## src/rtl/chd_pkg.sv

```systemverilog
`timescale 1ns / 1ps
package chd_pkg;

   localparam logic [2:0] KIND_VLEN  = 3'd0;
   localparam logic [2:0] KIND_VEND  = 3'd1;
   localparam logic [2:0] KIND_COUNT = 3'd2;
   localparam logic [2:0] KIND_CLEN  = 3'd3;
   localparam logic [2:0] KIND_NAME  = 3'd4;
   localparam logic [2:0] KIND_SEP   = 3'd5;
   localparam logic [2:0] KIND_VALUE = 3'd6;
   localparam logic [2:0] KIND_TRAIL = 3'd7;

   typedef struct packed {
      logic [7:0] pkt_byte;
      logic       pkt_last;
   } req_type;

   typedef struct packed {
      logic [7:0]  out_byte;
      logic [2:0]  byte_kind;
      logic [31:0] comment_index;
      logic        comment_end;
      logic        comment_ok;
      logic        list_done;
      logic        trunc_error;
   } rsp_type;

endpackage

```

## src/rtl/comment_header_deframer.sv

```systemverilog
`timescale 1ns / 1ps
// Comment header deframer.
// Input channel: push/full with req_word (one packet byte and its last flag).
// A word is taken on a clock edge with push high and full low.
// Result channel: empty/pop with rsp_word. While empty is low the oldest
// result is on rsp_word; it is taken on an edge with pop high.
// Every input word yields exactly one result word: the byte, its kind, the
// comment index and the comment end/ok, list done and truncation flags.
// A result is written into the result queue when its byte is taken and is
// on rsp_word once older ones are taken. Throughput: one word per cycle
// while full is low; parser state updates per byte, so bytes go back to back.
// A QUEUE_DEPTH-entry result queue sits between the parser and the result
// port. When the receiver stalls the queue fills, full rises and input is
// held off; nothing is dropped.
// The last flag returns the parser to its start state after that byte.
// Reset (synchronous) empties the queue and returns the parser to the
// vendor length word.
module comment_header_deframer
   import chd_pkg::*;
#(
   parameter int QUEUE_DEPTH = 4
) (
   input  logic    clock,
   input  logic    reset,
   input  logic    push,
   input  req_type req_word,
   output logic    full,
   output rsp_type rsp_word,
   output logic    empty,
   input  logic    pop
);

   logic    take;
   rsp_type parsed;

   assign take = push && !full;

   chd_front u_front (
      .clock (clock),
      .reset (reset),
      .take  (take),
      .req   (req_word),
      .rsp   (parsed)
   );

   chd_queue #(
      .DEPTH (QUEUE_DEPTH)
   ) u_queue (
      .clock   (clock),
      .reset   (reset),
      .wr_en   (take),
      .wr_data (parsed),
      .rd_en   (pop),
      .rd_data (rsp_word),
      .full    (full),
      .empty   (empty)
   );

endmodule

```

## src/rtl/chd_front.sv

```systemverilog
`timescale 1ns / 1ps
module chd_front
   import chd_pkg::*;
(
   input  logic    clock,
   input  logic    reset,
   input  logic    take,
   input  req_type req,
   output rsp_type rsp
);

   localparam logic [2:0] PH_VLEN  = 3'd0;
   localparam logic [2:0] PH_VEND  = 3'd1;
   localparam logic [2:0] PH_COUNT = 3'd2;
   localparam logic [2:0] PH_CLEN  = 3'd3;
   localparam logic [2:0] PH_BODY  = 3'd4;
   localparam logic [2:0] PH_TRAIL = 3'd5;

   localparam logic [7:0] NAME_LO  = 8'h20;
   localparam logic [7:0] NAME_HI  = 8'h7D;
   localparam logic [7:0] SEP_CHAR = 8'h3D;

   logic [2:0]  phase_ff, phase_in;
   logic [1:0]  pos_ff, pos_in;
   logic [23:0] accum_ff, accum_in;
   logic [31:0] bytes_left_ff, bytes_left_in;
   logic [31:0] comments_left_ff, comments_left_in;
   logic [31:0] count_ff, count_in;
   logic        sep_ff, sep_in;
   logic        nul_ff, nul_in;
   logic        legal_ff, legal_in;

   logic        word_done;
   logic [31:0] word;
   logic [31:0] bytes_dec;
   logic [31:0] comments_dec;
   logic [7:0]  b;

   assign b            = req.pkt_byte;
   assign word_done    = (pos_ff == 2'd3);
   assign word         = {b, accum_ff};
   assign bytes_dec    = (bytes_left_ff == 32'd0) ? 32'd0 : bytes_left_ff - 32'd1;
   assign comments_dec = (comments_left_ff == 32'd0) ? 32'd0 : comments_left_ff - 32'd1;

   always_comb begin
      phase_in         = phase_ff;
      pos_in           = pos_ff;
      accum_in         = accum_ff;
      bytes_left_in    = bytes_left_ff;
      comments_left_in = comments_left_ff;
      count_in         = count_ff;
      sep_in           = sep_ff;
      nul_in           = nul_ff;
      legal_in         = legal_ff;

      rsp               = '0;
      rsp.out_byte      = b;
      rsp.byte_kind     = KIND_TRAIL;

      unique case (pos_ff)
         2'd0: accum_in[7:0]   = b;
         2'd1: accum_in[15:8]  = b;
         2'd2: accum_in[23:16] = b;
         default: ;
      endcase

      unique case (phase_ff)
         PH_VLEN: begin
            rsp.byte_kind = KIND_VLEN;
            pos_in = pos_ff + 2'd1;
            if (word_done) begin
               bytes_left_in = word;
               phase_in = (word == 32'd0) ? PH_COUNT : PH_VEND;
            end
         end
         PH_VEND: begin
            rsp.byte_kind = KIND_VEND;
            bytes_left_in = bytes_dec;
            if (bytes_dec == 32'd0) begin
               phase_in = PH_COUNT;
            end
         end
         PH_COUNT: begin
            rsp.byte_kind = KIND_COUNT;
            pos_in = pos_ff + 2'd1;
            if (word_done) begin
               comments_left_in = word;
               count_in = 32'd0;
               if (word == 32'd0) begin
                  rsp.list_done = 1'b1;
                  phase_in = PH_TRAIL;
               end else begin
                  phase_in = PH_CLEN;
               end
            end
         end
         PH_CLEN: begin
            rsp.byte_kind     = KIND_CLEN;
            rsp.comment_index = count_ff;
            pos_in = pos_ff + 2'd1;
            if (word_done) begin
               bytes_left_in = word;
               sep_in   = 1'b0;
               nul_in   = 1'b0;
               legal_in = 1'b1;
               if (word == 32'd0) begin
                  rsp.comment_end  = 1'b1;
                  count_in         = count_ff + 32'd1;
                  comments_left_in = comments_dec;
                  if (comments_dec == 32'd0) begin
                     rsp.list_done = 1'b1;
                     phase_in = PH_TRAIL;
                  end else begin
                     phase_in = PH_CLEN;
                  end
               end else begin
                  phase_in = PH_BODY;
               end
            end
         end
         PH_BODY: begin
            rsp.comment_index = count_ff;
            if (sep_ff) begin
               rsp.byte_kind = KIND_VALUE;
            end else if (b == SEP_CHAR && !nul_ff) begin
               rsp.byte_kind = KIND_SEP;
               sep_in = 1'b1;
            end else begin
               rsp.byte_kind = KIND_NAME;
               if (b == 8'd0) begin
                  nul_in = 1'b1;
               end
               if (b < NAME_LO || b > NAME_HI) begin
                  legal_in = 1'b0;
               end
            end
            bytes_left_in = bytes_dec;
            if (bytes_dec == 32'd0) begin
               rsp.comment_end  = 1'b1;
               rsp.comment_ok   = sep_in && legal_in;
               count_in         = count_ff + 32'd1;
               comments_left_in = comments_dec;
               if (comments_dec == 32'd0) begin
                  rsp.list_done = 1'b1;
                  phase_in = PH_TRAIL;
               end else begin
                  phase_in = PH_CLEN;
               end
            end
         end
         default: begin
            phase_in = PH_TRAIL;
         end
      endcase

      if (req.pkt_last) begin
         rsp.trunc_error  = (phase_in != PH_TRAIL);
         phase_in         = PH_VLEN;
         pos_in           = 2'd0;
         accum_in         = '0;
         bytes_left_in    = '0;
         comments_left_in = '0;
         count_in         = '0;
         sep_in           = 1'b0;
         nul_in           = 1'b0;
         legal_in         = 1'b1;
      end
   end

   always_ff @(posedge clock) begin
      if (reset) begin
         phase_ff         <= PH_VLEN;
         pos_ff           <= 2'd0;
         accum_ff         <= '0;
         bytes_left_ff    <= '0;
         comments_left_ff <= '0;
         count_ff         <= '0;
         sep_ff           <= 1'b0;
         nul_ff           <= 1'b0;
         legal_ff         <= 1'b1;
      end else if (take) begin
         phase_ff         <= phase_in;
         pos_ff           <= pos_in;
         accum_ff         <= accum_in;
         bytes_left_ff    <= bytes_left_in;
         comments_left_ff <= comments_left_in;
         count_ff         <= count_in;
         sep_ff           <= sep_in;
         nul_ff           <= nul_in;
         legal_ff         <= legal_in;
      end
   end

endmodule

```

## src/rtl/chd_queue.sv

```systemverilog
`timescale 1ns / 1ps
module chd_queue
   import chd_pkg::*;
#(
   parameter int DEPTH = 4
) (
   input  logic    clock,
   input  logic    reset,
   input  logic    wr_en,
   input  rsp_type wr_data,
   input  logic    rd_en,
   output rsp_type rd_data,
   output logic    full,
   output logic    empty
);

   localparam int PTR_W = $clog2(DEPTH);
   localparam int CNT_W = $clog2(DEPTH + 1);
   localparam logic [PTR_W-1:0] LAST_PTR = PTR_W'(DEPTH - 1);
   localparam logic [PTR_W-1:0] PTR_ONE  = PTR_W'(1);
   localparam logic [CNT_W-1:0] FULL_CNT = CNT_W'(DEPTH);
   localparam logic [CNT_W-1:0] CNT_ONE  = CNT_W'(1);

   rsp_type          slot_ff [DEPTH];
   logic [PTR_W-1:0] wr_ptr_ff, wr_ptr_in;
   logic [PTR_W-1:0] rd_ptr_ff, rd_ptr_in;
   logic [CNT_W-1:0] cnt_ff, cnt_in;
   logic             do_wr;
   logic             do_rd;

   assign full    = (cnt_ff == FULL_CNT);
   assign empty   = (cnt_ff == '0);
   assign do_wr   = wr_en && !full;
   assign do_rd   = rd_en && !empty;
   assign rd_data = slot_ff[rd_ptr_ff];

   always_comb begin
      wr_ptr_in = wr_ptr_ff;
      rd_ptr_in = rd_ptr_ff;
      cnt_in    = cnt_ff;
      if (do_wr) begin
         wr_ptr_in = (wr_ptr_ff == LAST_PTR) ? '0 : wr_ptr_ff + PTR_ONE;
      end
      if (do_rd) begin
         rd_ptr_in = (rd_ptr_ff == LAST_PTR) ? '0 : rd_ptr_ff + PTR_ONE;
      end
      if (do_wr && !do_rd) begin
         cnt_in = cnt_ff + CNT_ONE;
      end else if (do_rd && !do_wr) begin
         cnt_in = cnt_ff - CNT_ONE;
      end
   end

   always_ff @(posedge clock) begin
      if (do_wr) begin
         slot_ff[wr_ptr_ff] <= wr_data;
      end
   end

   always_ff @(posedge clock) begin
      if (reset) begin
         wr_ptr_ff <= '0;
         rd_ptr_ff <= '0;
         cnt_ff    <= '0;
      end else begin
         wr_ptr_ff <= wr_ptr_in;
         rd_ptr_ff <= rd_ptr_in;
         cnt_ff    <= cnt_in;
      end
   end

endmodule

```

## config.mk

```make
export PLATFORM = sky130hd
export DESIGN_NAME = comment_header_deframer
export DESIGN_NICKNAME = d
export VERILOG_FILES = /design/src/rtl/chd_pkg.sv /design/src/rtl/comment_header_deframer.sv /design/src/rtl/chd_front.sv /design/src/rtl/chd_queue.sv
export SDC_FILE = /design/constraint.sdc
export NUM_CORES = 1
export LEC_CHECK = 0
export ABC_AREA = 1
export BUFFER_PORTS_ARGS = -buffer_cell sky130_fd_sc_hd__clkbuf_2
export CAP_MARGIN = 15
export CORE_MARGIN = 2
export CORE_UTILIZATION = 50
export CTS_BUF_LIST = sky130_fd_sc_hd__clkbuf_8
export CTS_CLUSTER_DIAMETER = 80
export DETAILED_ROUTE_END_ITERATION = 16
export GPL_TIMING_DRIVEN = 0
export PLACE_DENSITY = 0.69
export RECOVER_POWER = 25
export SLEW_MARGIN = 0
export SYNTH_ARGS = -nofsm -noshare
export SYNTH_HDL_FRONTEND = slang
export SYNTH_HIERARCHICAL = 1
export SYNTH_SLANG_ARGS = --single-unit
```

## constraint.sdc

```tcl
create_clock -name clock -period 3.3 [get_ports clock]
set_input_delay 0.66 -clock clock [delete_from_list [all_inputs] [get_ports clock]]
set_output_delay 0.66 -clock clock [all_outputs]
set_load 0.005 [all_outputs]
```

Word-level counts from Yosys, hierarchy flattened
Memory sizes are Yosys's and may differ from the RTL's. A register that Yosys moved wholly into a read port is not among the register bits.
Index checks and enable logic that the tools add are counted.
{"block": "totals", "mem_count": 1, "register_bits": 135, "wordCells": 158, "mem_bits_rw": 188, "inputBits": 13}
{"name": "u_queue.slot_ff", "words": 4, "word_bits": 47, "rd": 1, "rd_ports_with_merged_regs": 1, "wr": 1, "line": "chd_queue.sv:24", "source": "rsp_type slot_ff [DEPTH];"}
{"block": "classes", "eq_ne": 20, "reduce_logical": 41, "addsub": 8, "n_lt_le_gt_ge": 2, "mux": 72}
{"operator": "$mux W32", "n": 13}
{"operator": "$pmux W32 S3", "n": 2}
{"operator": "$logic_not A32 Y1", "n": 5}
{"operator": "$pmux W33 S2", "n": 1}
{"operator": "$pmux W32 S2", "n": 1}
{"operator": "$sub A32 B1 Y32 const B", "n": 2}
{"operator": "$mux W3", "n": 13}
{"operator": "$add A32 B1 Y32 const B", "n": 1}
{"operator": "$pmux W3 S5", "n": 2}
{"operator": "$mux W1", "n": 25}
{"operator": "$mux W24", "n": 1}
{"operator": "$mux W8", "n": 3}
{"operator": "$ne A3 B2 Y1 const B", "n": 5}
{"operator": "$mux W2", "n": 7}
{"operator": "$reduce_and A6 Y1", "n": 2}
{"operator": "$reduce_bool A2 Y1", "n": 5}
{"operator": "$ne A3 B3 Y1 const B", "n": 3}
{"operator": "$eq A2 B2 Y1 const B", "n": 4}
{"operator": "$eq A8 B6 Y1 const B", "n": 1}
{"operator": "$gt A8 B7 Y1 const B", "n": 1}
{"operator": "$logic_not A8 Y1", "n": 1}
{"operator": "$lt A8 B6 Y1 const B", "n": 1}
{"operator": "$reduce_and A2 Y1", "n": 4}
{"operator": "$logic_and A1 B1 Y1", "n": 7}
{"operator": "other kinds (19)", "n": 33}

Logic depth before layout (Yosys ltp)
{"block": "depth", "ltp_word": 9, "mapped_depth": 20, "depth_no_buf": 20}

Cells and area by module
Netlist, hierarchy kept.
{"mod": "chd_front", "cells_each": 1573, "area_per_inst_um2": 9472.8, "instances": 1}
{"mod": "chd_queue", "cells_each": 526, "area_per_inst_um2": 7882.6, "instances": 1}
{"mod": "comment_header_deframer", "cells_each": 2, "area_per_inst_um2": 10.0, "instances": 1}

Worst setup path before layout
OpenSTA, ideal clock, no wires.
{"block": "synth_timing", "path_type": "input to register", "from": "in push", "to": "mem u_queue/slot_ff[0][0] (netlist bit), enable pin", "arrival_time_ps": 3036, "setup_time_ps": 452, "setup_slack_ps": -188, "path_stages": 4, "required_ps": 2848, "path_buffers": 0, "path_cell_list": "inv_1 nor2_2 nand2_1 nor2_1"}
{"block": "synth_between", "elab_chain_len": 4}
{"item": "start, declared", "line": "comment_header_deframer.sv:25", "source": "input logic push,"}
{"item": "$logic_and A1 B1 Y1", "line": "comment_header_deframer.sv:36", "source": "assign take = push && !full;"}
{"item": "via take", "line": "comment_header_deframer.sv:33", "source": "logic take;"}
{"item": "$logic_and A1 B1 Y1", "line": "chd_queue.sv:33", "source": "assign do_wr = wr_en && !full;"}
{"item": "$mux W1", "line": "chd_queue.sv:55", "source": "if (do_wr) begin"}
{"item": "$mux W1 (not written as such)", "line": "chd_queue.sv:56", "source": "slot_ff[wr_ptr_ff] <= wr_data;"}
{"item": "end, declared", "line": "chd_queue.sv:24"}
The timed path passes the listed nets, and every way through them passes these cells.

==> results.json <==
{
  "status": "finished, final reports clean",
  "drive_gt1_share_pct": 14.7,
  "synth_top_area_share_pct": 32.5,
  "antenna_cells": 0,
  "clkLatencyLatePin_ns": 0.62,
  "ys.flop_type": "edfxtp_1",
  "slew_headroom_pct": 10.7,
  "drc": 0,
  "yosys.area.top_type": "edfxtp_1",
  "h-tree-depth": 2,
  "nNetsFinal": 2253,
  "hold_violations": 0,
  "final_max_slew_viol_count": 0,
  "postSynthCellCount": 2101,
  "critPathBufInv": 2,
  "place.gp.congestion": 0.932,
  "finalWirelength_mm": 49.3,
  "syn-num-nets": 2130,
  "grt_usage_pct": 27.2,
  "min_path_type": "input port to register",
  "p_leak_nw": 7.46,
  "grt_pass1_wl_mm": 77.3,
  "avgSynthCellArea_um2": 8.27,
  "cellPowerDensity_mw_per_mm2": 671,
  "filler_cell_count": 3214,
  "clk_path_buf_depth": 3,
  "start_util_pct": 50.5,
  "overflow": 0,
  "critPathRequiredTime_ns": 3.61,
  "cp_data_arrival_time_ns": 3.40,
  "setup_ws_ns": 0.206,
  "die_w_um": 190,
  "cp_cell_sequence": "inv_1, ha_1, nand2_1, nor2_4, nand2_1, inv_1, nand2_1, nand3_1, nand2_1, nor2_1, nand2_1, nor3_2, nand2_1, nand2_1, nand2_1, nand3_1, a21oi_1",
  "cp_common_cell": "nand2_1",
  "critPathMaxFanout": 7,
  "fmax_ghz": 0.323,
  "final_area_mm2": 0.0194,
  "cts-root-buf": "clkbuf_8",
  "worstSetupEndpointType": "register",
  "io_pins": 62,
  "critical-path-max-stage-delay_ns": 0.30,
  "grt_pass1_vias": 14400,
  "cts_buffers": 54,
  "cp_top_family": "simple AND/OR/NAND/NOR gates",
  "ys_types": 52,
  "dp_hpwl_mm": 35.9,
  "period_needed_ns": 3.09,
  "ys_top_cells_by_area": "edfxtp_1 33%, dfxtp_1 16%, nand2_1 7.9%, nor2_1 6.8%, o21ai_0 5.4%",
  "critPathKind": "register to register",
  "wl_per_cell_um": 18.1,
  "fin_tns_setup_ns": 0,
  "yosys.area_share.adder_pct": 1.20,
  "grt_setup_unrepaired": "false",
  "multiInputGateArea_mm2": 0.00763,
  "synth.top_cells.by_count": "367 x nand2_1, 314 x nor2_1, 208 x inv_1, 188 x edfxtp_1, 186 x o21ai_0",
  "fp.dieH_um": 190,
  "cts_tree": "built",
  "cts_sinks": 325,
  "avgViaCountPerCell": 5.54,
  "detail-route-antenna-nets": 0,
  "worstSetupStartpointType": "register",
  "path_clk_slew_ns": 0.06,
  "layout.area.seq_mm2": 0.00839,
  "syn_area_mm2": 0.0174,
  "holdWs_ns": 0.330,
  "setup_viol": 0,
  "maxCapViolCount": 0,
  "synthMuxAreaShare_pct": 0,
  "synthArstFlopShare_pct": 0,
  "tightest_slew_ns": 1.34,
  "antenna_found_initial": 0,
  "fin_skew_ns": 0.0372,
  "vias": 15100,
  "firstDrtPassIters": 6,
  "grt_max_degree": 30,
  "rows": 68,
  "synth_top_family_by_area": "simple AND/OR/NAND/NOR gates",
  "area_delta_synth_final_pct": 11.9,
  "yosys_warnings": 6,
  "first_iter_violations": 1435,
  "ys_seq_elements": 325,
  "synth-xor-area-share_pct": 1.26,
  "io_buffers": 61,
  "ys_seq_area_share_pct": 48.3,
  "place_ws_ns": -0.106,
  "synth-edff-count": 188,
  "synth-simple-area-share_pct": 25.5,
  "die_area_mm2": 0.0362,
  "core_mm2": 0.0344,
  "synth_most_common_cell": "nand2_1",
  "cp_slowest_cell": "dfxtp_1",
  "timing.final.crit_share_pct": 93.7,
  "place_area_mm2": 0.0184,
  "max-vdd-ir-drop_uv": 369,
  "synth_compound_area_share_pct": 15.4
}
cell type report:
| cell class | instances | area share [%] |
|---|---|---|
| plain buffers | 99 | 2.92 |
| clock buffers | 56 | 3.97 |
| clock inverters | 45 | 1.35 |
| inverters | 225 | 4.37 |
| multi-input cells | 1452 | 39.3 |
| flip-flops and latches | 325 | 43.2 |
| well taps | 455 | 2.93 |
| repair buffers | 67 | 2.01 |
worst paths after layout:
path,start,cells past startpoint,slack (ns),to
worst max register to register,u_front/comments_left_ff[0],17,0.21,u_queue/slot_ff[2][0]
worst max-delay path,u_front/comments_left_ff[0],17,0.21,u_queue/slot_ff[2][0]
worst min-delay path,reset,2,0.33,u_queue/cnt_ff[0]
worst min register to register,u_front/legal_ff,2,0.47,u_front/legal_ff
stage by stage:
stage | total power, mW | util, % | std cells
5_1_grt | 13.8 | 56.5 | 2724
3_3_place_gp | 9.56 | 53.1 | 2617
4_1_cts | 13.1 | 56.4 | 2722
6_report | 13.0 | 56.5 | 2724
3_5_place_dp | 9.66 | 53.4 | 2621
2_1_floorplan | 8.15 | - | 2101
worst register-to-register path: stages (launching register included):
cell and delay [ns]:
dfxtp_1 0.30, inv_1 0.21, ha_1 0.23, nand2_1 0.19
nor2_4 0.25, nand2_1 0.18, inv_1 0.17, nand2_1 0.07
nand3_1 0.15, nand2_1 0.09, nor2_1 0.11, nand2_1 0.07
nor3_2 0.18, nand2_1 0.14, nand2_1 0.11, nand2_1 0.06
nand3_1 0.12, a21oi_1 0.14
power by group:
part | total, mW | leakage (nW) | internal (mW) | switching, mW
clock network | 3.38 | 0.605 | 1.75 | 1.64
registers | 5.00 | 2.94 | 4.76 | 0.239
logic | 4.65 | 3.92 | 1.56 | 3.09
total | 13.0 | 7.46 | 8.08 | 4.96
cell families (layout without fill, tap and decap cells):
| kind of cell | count (synthesis) | in the layout |
|---|---|---|
| and+or+nand+nor | 967 | 967 |
| buffers and inverters | 324 | 492 |
| AOI/OAI and AO/OA | 444 | 444 |
| DFF | 325 | 325 |
| xor gates and xnor gates | 25 | 25 |
| adders and majority gates | 16 | 16 |
cell usage in the layout (no fill, tap or decap), types with 14 or more instances in the layout:
master,count
ha_1,14
o21ai_2,15
edfxtp_1,188
o211ai_1,26
nor3_1,45
dfxtp_1,137
o22ai_2,27
inv_1,230
a211oi_1,14
buf_2,23
clkbuf_1,59
nor2_1,304
xor2_1,22
nor2_4,35
clkbuf_8,56
a21oi_1,105
nand3_1,95
nand2_1,367
o22ai_1,42
o21ai_1,21
o21ai_0,174
clkbuf_2,56
nand4_1,35
nor2_2,22
flip-flops by register name, summed over array words and instances, names as in the netlist, 3 cells and up, named ones only:
name,cells
u_front/count_ff,32
u_queue/slot_ff,188
u_front/bytes_left_ff,32
u_front/comments_left_ff,32
u_queue/cnt_ff,3
u_front/accum_ff,24
u_front/phase_ff,3
timing repair:
item / CTS / global route
setup buffers: 0 / 2
cloned: 0 / 0
setup endpoints to repair: 9 / 83
hold buffers: 0 / 0
gates resized for setup: 3 / 45
routing by layer:
metal	global-route usage, %	routed length (um)
met1	35.5	20900
met2	45.5	23400
met3	4.05	3290
met4	10.6	1690
met5	0	0
No activity file was read; power rests on OpenSTA's default activity.
